[src/design/afpm_pkg.sv]
// ----------------------------------------------------------------------------
// afpm_pkg
// Shared types, codes and helpers of the aspect-fit pixel mapper.
// ----------------------------------------------------------------------------
package afpm_pkg;

  // Largest accepted source dimension
  localparam logic [15:0] MAX_DIMENSION = 16'd65535;

  localparam int DIM_W      = 16;
  localparam int MARGIN_W   = 15;
  localparam int PROD_W     = 2 * DIM_W;
  localparam int ADDR_W     = 32;
  localparam int CFG_IDX_W  = 1;

  // Opcodes
  localparam logic OP_BEGIN = 1'b0;
  localparam logic OP_PIXEL = 1'b1;

  // Pixel formats
  localparam logic FMT_RGB565 = 1'b0;
  localparam logic FMT_RGB888 = 1'b1;

  // Register indexes
  localparam logic [CFG_IDX_W-1:0] REG_CANVAS_WIDTH  = 1'b0;
  localparam logic [CFG_IDX_W-1:0] REG_CANVAS_HEIGHT = 1'b1;

  // Reciprocals for exact truncating division of c*255 by 31 and by 63
  localparam int Exp5Recip = 8457;
  localparam int Exp5Shift = 18;
  localparam int Exp6Recip = 16645;
  localparam int Exp6Shift = 20;

  typedef struct packed {
    logic load_in;
    logic prep;
    logic div_start;
    logic fit;
    logic margin;
    logic place;
    logic addr;
    logic load_out;
  } afpm_cmd_t;

  typedef struct packed {
    logic is_begin;
    logic begin_fail;
    logic need_scale;
    logic pix_in;
    logic div_done;
  } afpm_status_t;

  typedef struct packed {
    logic [7:0]          blue;
    logic [7:0]          green;
    logic [7:0]          red;
    logic [ADDR_W-1:0]   canvas_address;
    logic                write_enable;
    logic [MARGIN_W-1:0] margin_y;
    logic [MARGIN_W-1:0] margin_x;
    logic [DIM_W-1:0]    fit_height;
    logic [DIM_W-1:0]    fit_width;
    logic                fit_ok;
  } afpm_result_t;

  // 5-bit channel to 8 bits: floor(c * 255 / 31)
  function automatic logic [7:0] expand5(input logic [4:0] c);
    logic [12:0] v;
    logic [26:0] p;
    v = 13'(c) * 13'd255;
    p = 27'(v) * 27'(Exp5Recip);
    return p[Exp5Shift+7:Exp5Shift];
  endfunction

  // 6-bit channel to 8 bits: floor(c * 255 / 63)
  function automatic logic [7:0] expand6(input logic [5:0] c);
    logic [13:0] v;
    logic [28:0] p;
    v = 14'(c) * 14'd255;
    p = 29'(v) * 29'(Exp6Recip);
    return p[Exp6Shift+7:Exp6Shift];
  endfunction

endpackage

[src/design/afpm_div.sv]
// ----------------------------------------------------------------------------
// afpm_div
// Restoring divider, one quotient bit per cycle. Full mode divides a 32-bit
// dividend in 32 steps; short mode takes 16 steps and needs the upper half
// of the dividend below the divisor, giving a 16-bit quotient.
// ----------------------------------------------------------------------------
module afpm_div import afpm_pkg::*; (
  input  logic              clk_i,
  input  logic              rst_ni,
  input  logic              start_i,
  input  logic              full_i,
  input  logic [PROD_W-1:0] dividend_i,
  input  logic [DIM_W-1:0]  divisor_i,
  output logic              done_o,
  output logic [PROD_W-1:0] quotient_o
);

  localparam int CntW = $clog2(PROD_W + 1);

  logic              busy_q, busy_d;
  logic              done_q, done_d;
  logic              full_q;
  logic [CntW-1:0]   cnt_q, cnt_d;
  logic [DIM_W-1:0]  rem_q, rem_d;
  logic [PROD_W-1:0] quo_q, quo_d;
  logic [DIM_W-1:0]  dvs_q;
  logic [DIM_W:0]    trial;
  logic              ge;

  assign trial = {rem_q, quo_q[PROD_W-1]};
  assign ge    = trial >= {1'b0, dvs_q};

  always_comb begin
    busy_d = busy_q;
    done_d = 1'b0;
    cnt_d  = cnt_q;
    rem_d  = rem_q;
    quo_d  = quo_q;
    if (start_i) begin
      busy_d = 1'b1;
      if (full_i) begin
        cnt_d = CntW'(PROD_W);
        rem_d = '0;
        quo_d = dividend_i;
      end else begin
        cnt_d = CntW'(DIM_W);
        rem_d = dividend_i[PROD_W-1:DIM_W];
        quo_d = {dividend_i[DIM_W-1:0], {DIM_W{1'b0}}};
      end
    end else if (busy_q) begin
      rem_d = ge ? DIM_W'(trial - {1'b0, dvs_q}) : trial[DIM_W-1:0];
      quo_d = {quo_q[PROD_W-2:0], ge};
      cnt_d = cnt_q - CntW'(1);
      if (cnt_q == CntW'(1)) begin
        busy_d = 1'b0;
        done_d = 1'b1;
      end
    end
  end

  always_ff @(posedge clk_i or negedge rst_ni) begin
    if (!rst_ni) begin
      busy_q <= 1'b0;
      done_q <= 1'b0;
      cnt_q  <= '0;
    end else begin
      busy_q <= busy_d;
      done_q <= done_d;
      cnt_q  <= cnt_d;
    end
  end

  always_ff @(posedge clk_i) begin
    rem_q <= rem_d;
    quo_q <= quo_d;
    if (start_i) begin
      full_q <= full_i;
      dvs_q  <= divisor_i;
    end
  end

  assign done_o     = done_q;
  assign quotient_o = full_q ? quo_q : {{DIM_W{1'b0}}, quo_q[DIM_W-1:0]};

  a_busy_cnt: assert property (@(posedge clk_i) disable iff (!rst_ni)
    busy_q |-> (cnt_q != '0))
    else $error("divider busy with empty step count");

endmodule

[src/design/afpm_datapath.sv]
// ----------------------------------------------------------------------------
// afpm_datapath
// Canvas registers, held fit, products, two dividers, placement and the
// result register.
// ----------------------------------------------------------------------------
module afpm_datapath import afpm_pkg::*; (
  input  logic                 clk_i,
  input  logic                 rst_ni,
  input  logic                 cfg_we_i,
  input  logic [CFG_IDX_W-1:0] cfg_index_i,
  input  logic [DIM_W-1:0]     cfg_data_i,
  input  logic                 opcode_i,
  input  logic [DIM_W-1:0]     image_width_i,
  input  logic [DIM_W-1:0]     image_height_i,
  input  logic [DIM_W-1:0]     pixel_x_i,
  input  logic [DIM_W-1:0]     pixel_y_i,
  input  logic                 pixel_format_i,
  input  logic [23:0]          pixel_value_i,
  input  afpm_cmd_t            cmd_i,
  output afpm_status_t         status_o,
  output afpm_result_t         result_o
);

  logic [DIM_W-1:0]    canvas_w_q, canvas_h_q;
  logic                fit_valid_q;
  logic [DIM_W-1:0]    src_w_q, src_h_q, fit_w_q, fit_h_q;
  logic [MARGIN_W-1:0] mgn_x_q, mgn_y_q;

  logic                in_op_q, in_fmt_q;
  logic [DIM_W-1:0]    in_iw_q, in_ih_q, in_x_q, in_y_q;
  logic [23:0]         in_val_q;

  logic [PROD_W-1:0]   prod_a_q, prod_b_q;
  logic [PROD_W-1:0]   quo_a, quo_b;
  logic                done_a, done_b;
  logic                map_ok_q;
  logic [DIM_W:0]      cx_q, cy_q;
  logic [ADDR_W-1:0]   mul_q;
  afpm_result_t        result_q, result_d;

  logic                is_begin;
  logic [DIM_W-1:0]    fw_d, fh_d, fw_sel, fh_sel;
  logic [DIM_W-1:0]    dx_w, dy_w;

  // Configuration
  always_ff @(posedge clk_i or negedge rst_ni) begin
    if (!rst_ni) begin
      canvas_w_q <= '0;
      canvas_h_q <= '0;
    end else if (cfg_we_i) begin
      case (cfg_index_i)
        REG_CANVAS_WIDTH:  canvas_w_q <= cfg_data_i;
        REG_CANVAS_HEIGHT: canvas_h_q <= cfg_data_i;
        default: ;
      endcase
    end
  end

  // Latch the accepted beat
  always_ff @(posedge clk_i) begin
    if (cmd_i.load_in) begin
      in_op_q  <= opcode_i;
      in_iw_q  <= image_width_i;
      in_ih_q  <= image_height_i;
      in_x_q   <= pixel_x_i;
      in_y_q   <= pixel_y_i;
      in_fmt_q <= pixel_format_i;
      in_val_q <= pixel_value_i;
    end
  end

  assign is_begin = (in_op_q == OP_BEGIN);

  always_comb begin
    status_o.is_begin   = is_begin;
    status_o.begin_fail = (canvas_w_q == '0) || (canvas_h_q == '0) ||
                          (in_iw_q == '0) || (in_ih_q == '0) ||
                          (in_iw_q > MAX_DIMENSION) || (in_ih_q > MAX_DIMENSION);
    status_o.need_scale = (in_iw_q > canvas_w_q) || (in_ih_q > canvas_h_q);
    status_o.pix_in     = fit_valid_q && (src_w_q != '0) && (src_h_q != '0) &&
                          (in_x_q < src_w_q) && (in_y_q < src_h_q);
    status_o.div_done   = done_a && done_b;
  end

  // Products for the dividers
  always_ff @(posedge clk_i) begin
    if (cmd_i.prep) begin
      prod_a_q <= is_begin ? PROD_W'(in_ih_q) * PROD_W'(canvas_w_q)
                           : PROD_W'(in_x_q) * PROD_W'(fit_w_q);
      prod_b_q <= is_begin ? PROD_W'(in_iw_q) * PROD_W'(canvas_h_q)
                           : PROD_W'(in_y_q) * PROD_W'(fit_h_q);
    end
  end

  afpm_div u_div_a (
    .clk_i      (clk_i),
    .rst_ni     (rst_ni),
    .start_i    (cmd_i.div_start),
    .full_i     (is_begin),
    .dividend_i (prod_a_q),
    .divisor_i  (is_begin ? in_iw_q : src_w_q),
    .done_o     (done_a),
    .quotient_o (quo_a)
  );

  afpm_div u_div_b (
    .clk_i      (clk_i),
    .rst_ni     (rst_ni),
    .start_i    (cmd_i.div_start),
    .full_i     (is_begin),
    .dividend_i (prod_b_q),
    .divisor_i  (is_begin ? in_ih_q : src_h_q),
    .done_o     (done_b),
    .quotient_o (quo_b)
  );

  // Fit selection: limit by width first, fall back to height
  always_comb begin
    if (!status_o.need_scale) begin
      fw_sel = in_iw_q;
      fh_sel = in_ih_q;
    end else if (quo_a <= PROD_W'(canvas_h_q)) begin
      fw_sel = canvas_w_q;
      fh_sel = quo_a[DIM_W-1:0];
    end else begin
      fw_sel = quo_b[DIM_W-1:0];
      fh_sel = canvas_h_q;
    end
    fw_d = (fw_sel == '0) ? DIM_W'(1) : fw_sel;
    fh_d = (fh_sel == '0) ? DIM_W'(1) : fh_sel;
  end

  always_ff @(posedge clk_i or negedge rst_ni) begin
    if (!rst_ni) begin
      fit_valid_q <= 1'b0;
      src_w_q     <= '0;
      src_h_q     <= '0;
      fit_w_q     <= '0;
      fit_h_q     <= '0;
      mgn_x_q     <= '0;
      mgn_y_q     <= '0;
    end else begin
      if (cmd_i.fit) begin
        if (status_o.begin_fail) begin
          fit_valid_q <= 1'b0;
        end else begin
          fit_valid_q <= 1'b1;
          src_w_q     <= in_iw_q;
          src_h_q     <= in_ih_q;
          fit_w_q     <= fw_d;
          fit_h_q     <= fh_d;
        end
      end
      if (cmd_i.margin) begin
        mgn_x_q <= MARGIN_W'((canvas_w_q - fit_w_q) >> 1);
        mgn_y_q <= MARGIN_W'((canvas_h_q - fit_h_q) >> 1);
      end
    end
  end

  // Placement on the canvas
  assign dx_w = quo_a[DIM_W-1:0];
  assign dy_w = quo_b[DIM_W-1:0];

  always_ff @(posedge clk_i) begin
    if (cmd_i.prep) begin
      map_ok_q <= status_o.pix_in;
    end
    if (cmd_i.place) begin
      cx_q     <= (DIM_W+1)'(mgn_x_q) + (DIM_W+1)'(dx_w);
      cy_q     <= (DIM_W+1)'(mgn_y_q) + (DIM_W+1)'(dy_w);
      map_ok_q <= map_ok_q && (quo_a < PROD_W'(fit_w_q)) && (quo_b < PROD_W'(fit_h_q));
    end
    if (cmd_i.addr) begin
      mul_q    <= ADDR_W'(cy_q[DIM_W-1:0]) * ADDR_W'(canvas_w_q);
      map_ok_q <= map_ok_q && (cx_q < (DIM_W+1)'(canvas_w_q)) &&
                  (cy_q < (DIM_W+1)'(canvas_h_q));
    end
  end

  // Result assembly
  always_comb begin
    result_d                 = '0;
    result_d.fit_ok          = fit_valid_q;
    result_d.fit_width       = fit_w_q;
    result_d.fit_height      = fit_h_q;
    result_d.margin_x        = mgn_x_q;
    result_d.margin_y        = mgn_y_q;
    if (!is_begin) begin
      result_d.write_enable   = map_ok_q;
      result_d.canvas_address = map_ok_q ? mul_q + ADDR_W'(cx_q) : '0;
      if (in_fmt_q == FMT_RGB888) begin
        result_d.red   = in_val_q[23:16];
        result_d.green = in_val_q[15:8];
        result_d.blue  = in_val_q[7:0];
      end else begin
        result_d.red   = expand5(in_val_q[15:11]);
        result_d.green = expand6(in_val_q[10:5]);
        result_d.blue  = expand5(in_val_q[4:0]);
      end
    end
  end

  always_ff @(posedge clk_i) begin
    if (cmd_i.load_out) begin
      result_q <= result_d;
    end
  end

  assign result_o = result_q;

  a_fit_sane: assert property (@(posedge clk_i) disable iff (!rst_ni)
    fit_valid_q |-> (fit_w_q != '0) && (fit_h_q != '0) &&
                    (src_w_q != '0) && (src_h_q != '0))
    else $error("held fit valid with a zero dimension");

endmodule

[src/design/afpm_ctrl.sv]
// ----------------------------------------------------------------------------
// afpm_ctrl
// Sequencer for one item at a time and valid bit of the output register.
// ----------------------------------------------------------------------------
module afpm_ctrl import afpm_pkg::*; (
  input  logic         clk_i,
  input  logic         rst_ni,
  input  logic         s_valid_i,
  input  logic         m_ready_i,
  input  afpm_status_t status_i,
  output logic         s_ready_o,
  output logic         m_valid_o,
  output afpm_cmd_t    cmd_o
);

  localparam logic [3:0] S_IDLE   = 4'd0;
  localparam logic [3:0] S_PREP   = 4'd1;
  localparam logic [3:0] S_START  = 4'd2;
  localparam logic [3:0] S_DIV    = 4'd3;
  localparam logic [3:0] S_FIT    = 4'd4;
  localparam logic [3:0] S_MARGIN = 4'd5;
  localparam logic [3:0] S_PLACE  = 4'd6;
  localparam logic [3:0] S_ADDR   = 4'd7;
  localparam logic [3:0] S_RESULT = 4'd8;

  logic [3:0] state_q, state_d;
  logic       out_valid_q, out_valid_d;
  logic       accept;

  assign s_ready_o = (state_q == S_IDLE);
  assign accept    = s_valid_i && s_ready_o;
  assign m_valid_o = out_valid_q;

  always_comb begin
    cmd_o           = '0;
    cmd_o.load_in   = accept;
    cmd_o.prep      = (state_q == S_PREP);
    cmd_o.div_start = (state_q == S_START);
    cmd_o.fit       = (state_q == S_FIT);
    cmd_o.margin    = (state_q == S_MARGIN);
    cmd_o.place     = (state_q == S_PLACE);
    cmd_o.addr      = (state_q == S_ADDR);
    cmd_o.load_out  = (state_q == S_RESULT) && (!out_valid_q || m_ready_i);
  end

  always_comb begin
    state_d = state_q;
    case (state_q)
      S_IDLE:   if (accept) state_d = S_PREP;
      S_PREP: begin
        if (status_i.is_begin) begin
          state_d = (status_i.begin_fail || !status_i.need_scale) ? S_FIT : S_START;
        end else begin
          state_d = status_i.pix_in ? S_START : S_RESULT;
        end
      end
      S_START:  state_d = S_DIV;
      S_DIV: begin
        if (status_i.div_done) state_d = status_i.is_begin ? S_FIT : S_PLACE;
      end
      S_FIT:    state_d = status_i.begin_fail ? S_RESULT : S_MARGIN;
      S_MARGIN: state_d = S_RESULT;
      S_PLACE:  state_d = S_ADDR;
      S_ADDR:   state_d = S_RESULT;
      S_RESULT: if (cmd_o.load_out) state_d = S_IDLE;
      default:  state_d = S_IDLE;
    endcase
  end

  always_comb begin
    out_valid_d = out_valid_q;
    if (cmd_o.load_out) begin
      out_valid_d = 1'b1;
    end else if (m_ready_i) begin
      out_valid_d = 1'b0;
    end
  end

  always_ff @(posedge clk_i or negedge rst_ni) begin
    if (!rst_ni) begin
      state_q     <= S_IDLE;
      out_valid_q <= 1'b0;
    end else begin
      state_q     <= state_d;
      out_valid_q <= out_valid_d;
    end
  end

  a_accept_prep: assert property (@(posedge clk_i) disable iff (!rst_ni)
    accept |=> (state_q == S_PREP))
    else $error("accepted beat did not enter preparation");

  a_div_done_wait: assert property (@(posedge clk_i) disable iff (!rst_ni)
    status_i.div_done |-> (state_q == S_DIV))
    else $error("divider finished outside the wait state");

endmodule

[src/design/aspect_fit_pixel_mapper_unit.sv]
// ----------------------------------------------------------------------------
// aspect_fit_pixel_mapper_unit
// Aspect-preserving fit into a canvas and nearest-neighbor pixel placement.
// ----------------------------------------------------------------------------
// Write canvas width (index 0) and height (index 1) on the cfg port while
// the block is idle. Send a begin beat (tuser opcode 0) with the source size;
// the block fits it into the canvas without upscaling, centers it and holds
// the fit. Each pixel beat (opcode 1) returns one result beat with the canvas
// word address, a write enable and the color widened to 8 bits per channel.
// One beat at a time: s_axis_tready rises as the previous result is
// registered. A pixel in the held image runs prep, two 16-step restoring
// dividers side by side, place and address; one off the image or with no valid
// fit goes from prep to the result. A scaling begin runs the dividers (32
// steps), fit and margin; an as-is fit skips the dividers, a failed one both.
// Reset clears the canvas size and the held fit (no valid fit). The result
// waits in an output register while m_axis_tready is low; the next beat is
// accepted and processed meanwhile, and holds before its result until the
// register is free.
// ----------------------------------------------------------------------------
module aspect_fit_pixel_mapper_unit import afpm_pkg::*; (
  input  logic                 clk_i,
  input  logic                 rst_ni,
  input  logic                 cfg_we_i,
  input  logic [CFG_IDX_W-1:0] cfg_index_i,
  input  logic [DIM_W-1:0]     cfg_data_i,
  input  logic                 s_axis_tvalid,
  output logic                 s_axis_tready,
  // image_width[15:0], image_height[31:16], pixel_x[47:32], pixel_y[63:48],
  // pixel_value[87:64]
  input  logic [87:0]          s_axis_tdata,
  // opcode[0], pixel_format[1]
  input  logic [1:0]           s_axis_tuser,
  output logic                 m_axis_tvalid,
  input  logic                 m_axis_tready,
  // fit_ok[0], fit_width[16:1], fit_height[32:17], margin_x[47:33],
  // margin_y[62:48], write_enable[63], canvas_address[95:64], red_out[103:96],
  // green_out[111:104], blue_out[119:112]
  output logic [119:0]         m_axis_tdata
);

  afpm_cmd_t    cmd;
  afpm_status_t status;
  afpm_result_t result;

  // Sequencer: accept, step the datapath, hand over to the output register
  afpm_ctrl u_ctrl (
    .clk_i     (clk_i),
    .rst_ni    (rst_ni),
    .s_valid_i (s_axis_tvalid),
    .m_ready_i (m_axis_tready),
    .status_i  (status),
    .s_ready_o (s_axis_tready),
    .m_valid_o (m_axis_tvalid),
    .cmd_o     (cmd)
  );

  // Datapath: unpack the beat fields straight from the bus
  afpm_datapath u_datapath (
    .clk_i          (clk_i),
    .rst_ni         (rst_ni),
    .cfg_we_i       (cfg_we_i),
    .cfg_index_i    (cfg_index_i),
    .cfg_data_i     (cfg_data_i),
    .opcode_i       (s_axis_tuser[0]),
    .image_width_i  (s_axis_tdata[15:0]),
    .image_height_i (s_axis_tdata[31:16]),
    .pixel_x_i      (s_axis_tdata[47:32]),
    .pixel_y_i      (s_axis_tdata[63:48]),
    .pixel_format_i (s_axis_tuser[1]),
    .pixel_value_i  (s_axis_tdata[87:64]),
    .cmd_i          (cmd),
    .status_o       (status),
    .result_o       (result)
  );

  // Pack the result beat, first field in the lowest bits
  assign m_axis_tdata = {result.blue, result.green, result.red,
                         result.canvas_address, result.write_enable,
                         result.margin_y, result.margin_x,
                         result.fit_height, result.fit_width, result.fit_ok};

endmodule

[config.mk]
export PLATFORM = sky130hd
export DESIGN_NAME = aspect_fit_pixel_mapper_unit
export DESIGN_NICKNAME = d
export VERILOG_FILES = /design/src/design/afpm_pkg.sv /design/src/design/afpm_div.sv /design/src/design/afpm_datapath.sv /design/src/design/afpm_ctrl.sv /design/src/design/aspect_fit_pixel_mapper_unit.sv
export SDC_FILE = /design/constraint.sdc
export NUM_CORES = 2
export LEC_CHECK = 0
export ABC_CLOCK_PERIOD_IN_PS = 21100
export BUFFER_PORTS_ARGS = -buffer_cell sky130_fd_sc_hd__buf_2
export CORE_MARGIN = 2
export CORE_UTILIZATION = 60
export DETAILED_ROUTE_END_ITERATION = 16
export MAX_ROUTING_LAYER = met4
export PLACE_DENSITY = 0.77
export SLEW_MARGIN = 20
export SYNTH_ARGS = -nofsm -noshare
export SYNTH_HDL_FRONTEND = slang
export SYNTH_SLANG_ARGS = --single-unit
[constraint.sdc]
create_clock -name clk_i -period 21.1 [get_ports clk_i]
set_input_delay 3.165 -clock clk_i [delete_from_list [all_inputs] [get_ports clk_i]]
set_output_delay 3.165 -clock clk_i [all_outputs]
set_load 0.01 [all_outputs]
==> results by group <==
Timing
  • Worst slew margin: 17.1%
  • Worst setup margin: 12.80 ns
  • Final Hold Vio Count: 0
  • # setup viols final: 0
  • Final period util: 39.3%
  • Fin Clk Skew: 0.0604 ns
  • Final Max Slew Viols: 0
  • RSZ-0062 raised after global routing: false
  • Worst-margin pin slew: 1.24 ns
  • Min Tclk post-route: 8.30 ns
  • Setup TNS: 0 ns
  • Fmax: 121 MHz

Status
  • Outcome: completed

CTS
  • Hold-fix buffer count after cts: 0
  • Htree depth: 3
  • Clock transition at path regs: 0.07 ns
  • CTS root buf: clkbuf_16
  • Worst-skew pair later-pin latency: 0.72 ns
  • TritonCTS clock tree: yes
  • CTS buffer count: 74
  • Clock Path Buffers: 3
  • Post-CTS Setup Repair Bufs: 0
  • Post-cts repair resize count: 0
  • CTS sink count: 618

Floorplan
  • Die area: 137000 um2
  • Initial cell density of the core: 60.5%
  • Rows: 134
  • Core box area: 133000 um2
  • Die W: 371 um
  • IO Count: 234
  • Die Ht: 371 um

Cells and area
  • Post-layout util: 64.7%
  • Layout Nets: 10700
  • Layout cells sized above 1: 7.19%
  • Final instance area: 86300 um2
  • Area grow syn2layout: 6.93%

Synthesis
  • Post-synthesis adder-cell area fraction: 41.5%
  • Unique masters post-synth: 83
  • Simple-gate share of the synthesized area: 14.0%
  • Seq cells post-synth: 618
  • Largest family of logic cells by synthesized area: adder cells
  • Synth top area cells: fa_1 26%, edfxtp_1 17%, ha_1 16%, inv_1 6.6%, nand2_1 5.5%
  • Most common flop cell mapped by yosys: edfxtp_1
  • Post-synth ARST share: 23.9%
  • Compound-gate portion of the synthesized area: 8.43%
  • Post-synthesis mux area share: 2.69%
  • Mapped Nets: 10600
  • Seq/Total Area, Yosys: 22.1%
  • Post-Syn Area: 80700 um2
  • Ys Warns: 0
  • Mapped Cells: 8430
  • Synth top area share: 25.7%
  • Top cell type by total area after synthesis: fa_1
  • Post-synthesis xor/xnor area fraction: 2.92%
  • Number of enable flip-flop cells after synthesis: 470
  • Post-Syn Area per Cell: 9.58 um2

Setup path
  • Cell family with most CP delay: adder cells
  • Crit path launch: u_datapath.in_val_q[5]$_DFFE_PP_
  • Worst Path Required: 21.50 ns
  • Worst path slowest cell: fa_1
  • Worst-path fanout max: 7
  • Endpoint class of the critical path: flip-flop
  • CP dominant cell by count: ha_1
  • CP Launch Type: flip-flop
  • Data arrival time of the critical path: 8.70 ns
  • Critical path type: flip-flop to flip-flop
  • CP bufs+invs: 4
  • CP max stage delay: 0.55 ns
  • Reg-to-reg critical path startpoint: u_datapath.in_val_q[5]$_DFFE_PP_

Place
  • Placer Congestion: 0.977
  • I/O Buffers: 233
  • Post-DP HPWL: 175000 um
  • DP Worst Slack: 12.79 ns
  • Placed inst area: 83700 um2

Drt
  • Drt total wl: 231000 um
  • Vias per std cell: 5.99
  • Drc violations: 0
  • DR WL/cell: 22.4 um
  • DR iter-0 viols: 6153
  • Final ANT Viol Nets: 0
  • Vias: 62000
  • Drt first pass iters: 8

GRT
  • First-pass GRT wire length: 363000 um
  • Initial antenna violation count: 12
  • Largest net degree at the start of global routing: 111
  • Overflow left after global routing: 0
  • Vias in the first global route: 64000
  • Gr usage total: 35.5%

Min path
  • Hold Crit Class: flip-flop to flip-flop
  • Min-delay src: u_datapath.fit_h_q[12]$_DFFE_PN0P_

Flow run
  • Max cap viols: 0
routing by layer:
layer / track usage, % / vias up / wire length (um)
li1: - / 27500 / -
met1: 44.9 / 30800 / 90000
met5: - / - / 0
met2: 54.9 / 3001 / 106000
met4: 17.6 / 0 / 13400
met3: 6.81 / 701 / 22500
final timing paths:
check / depth (start not counted) / endpoint / slack, ns
worst max-delay path: 32 / u_datapath.result_o[111]$_SDFFCE_PN0P_ / 12.80
min in group asynchronous: 1 / u_datapath.src_w_q[14]$_DFFE_PN0P_ / 2.56
worst min register to register: 2 / u_datapath.fit_h_q[12]$_DFFE_PN0P_ / 0.50
worst min-delay path: 2 / u_datapath.fit_h_q[12]$_DFFE_PN0P_ / 0.50
worst max register to register: 32 / u_datapath.result_o[111]$_SDFFCE_PN0P_ / 12.80
max in group asynchronous: 2 / u_datapath.u_div_a.cnt_q[5]$_DFFE_PN0P_ / 16.97
logic make-up after synthesis:
group / Yosys count
XOR/XNOR: 269
multiplexers: 204
buffers and inverters: 1786
flip-flops: 618
adder cells (fa/ha/maj): 2059
AO/OA/AOI/OAI: 1094
AND/OR/NAND/NOR: 2400
tightest hold or removal path: stages (launching register included):
cell and delay, ns:
dfrtp_1 0.34, nand2_1 0.05, o21ai_1 0.06
metrics by stage:
step	instances	hold WS, ns
after floorplan	8430	0.423
after global placement	10200	0.467
after detailed placement	10200	0.483
after CTS	10300	0.497
after global routing	10300	0.539
final	10300	0.497
layout make-up:
class | instances | area [um2]
clock inverter | 36 | 430
tap | 1768 | 2210
timing repair buffer | 355 | 2090
sequential | 618 | 17800
multi-input combinational | 6026 | 56200
inverter | 1427 | 5360
clock buffer | 102 | 2150
antenna | 15 | 37.5
fill | 10700 | 47100
cells in the mapped netlist, types with 97 or more instances:
cell type	count
nand2_1	1179
dfrtp_1	148
clkbuf_1	323
xnor2_1	165
xor2_1	104
a21oi_1	312
mux2_2	97
edfxtp_1	470
mux2i_1	103
a21o_1	122
ha_1	1023
inv_1	1423
nor2_1	259
fa_1	1036
and2_1	465
o21ai_0	271
flip-flops by register name, summed over array words and instances (netlist names), 17 cells and up:
name,count
u_datapath.cx_q,17
u_datapath.u_div_a.quo_q,32
u_datapath.prod_b_q,32
u_datapath.in_val_q,24
u_datapath.u_div_b.quo_q,32
u_datapath.result_o,120
u_datapath.prod_a_q,32
u_datapath.cy_q,17
u_datapath.mul_q,32
cell usage in the layout, fill, tap and decap left out, types with 29 or more instances in the layout:
cell	synthesis	final
o21ai_1	62	61
xor2_1	104	104
edfxtp_1	470	470
buf_4	6	122
mux2_2	97	97
nand4_1	53	53
and3_1	38	38
nor2b_1	48	47
nand2_1	1179	1177
nand2b_1	51	49
a21o_1	122	122
a21oi_1	312	312
nor2_1	259	257
nand3_1	92	91
inv_1	1423	1422
o21ai_0	271	271
a211oi_1	43	43
ha_1	1023	1023
dfrtp_1	148	147
buf_2	5	232
nor3_1	84	84
o21a_1	35	35
o211ai_1	29	29
and2_1	465	464
mux2i_1	103	103
clkbuf_16	0	80
fa_1	1036	1036
nor4_1	45	45
xnor2_1	165	165
Power is not shown: default switching activity piles up to over one toggle a cycle in this logic, so the estimate is an artifact.
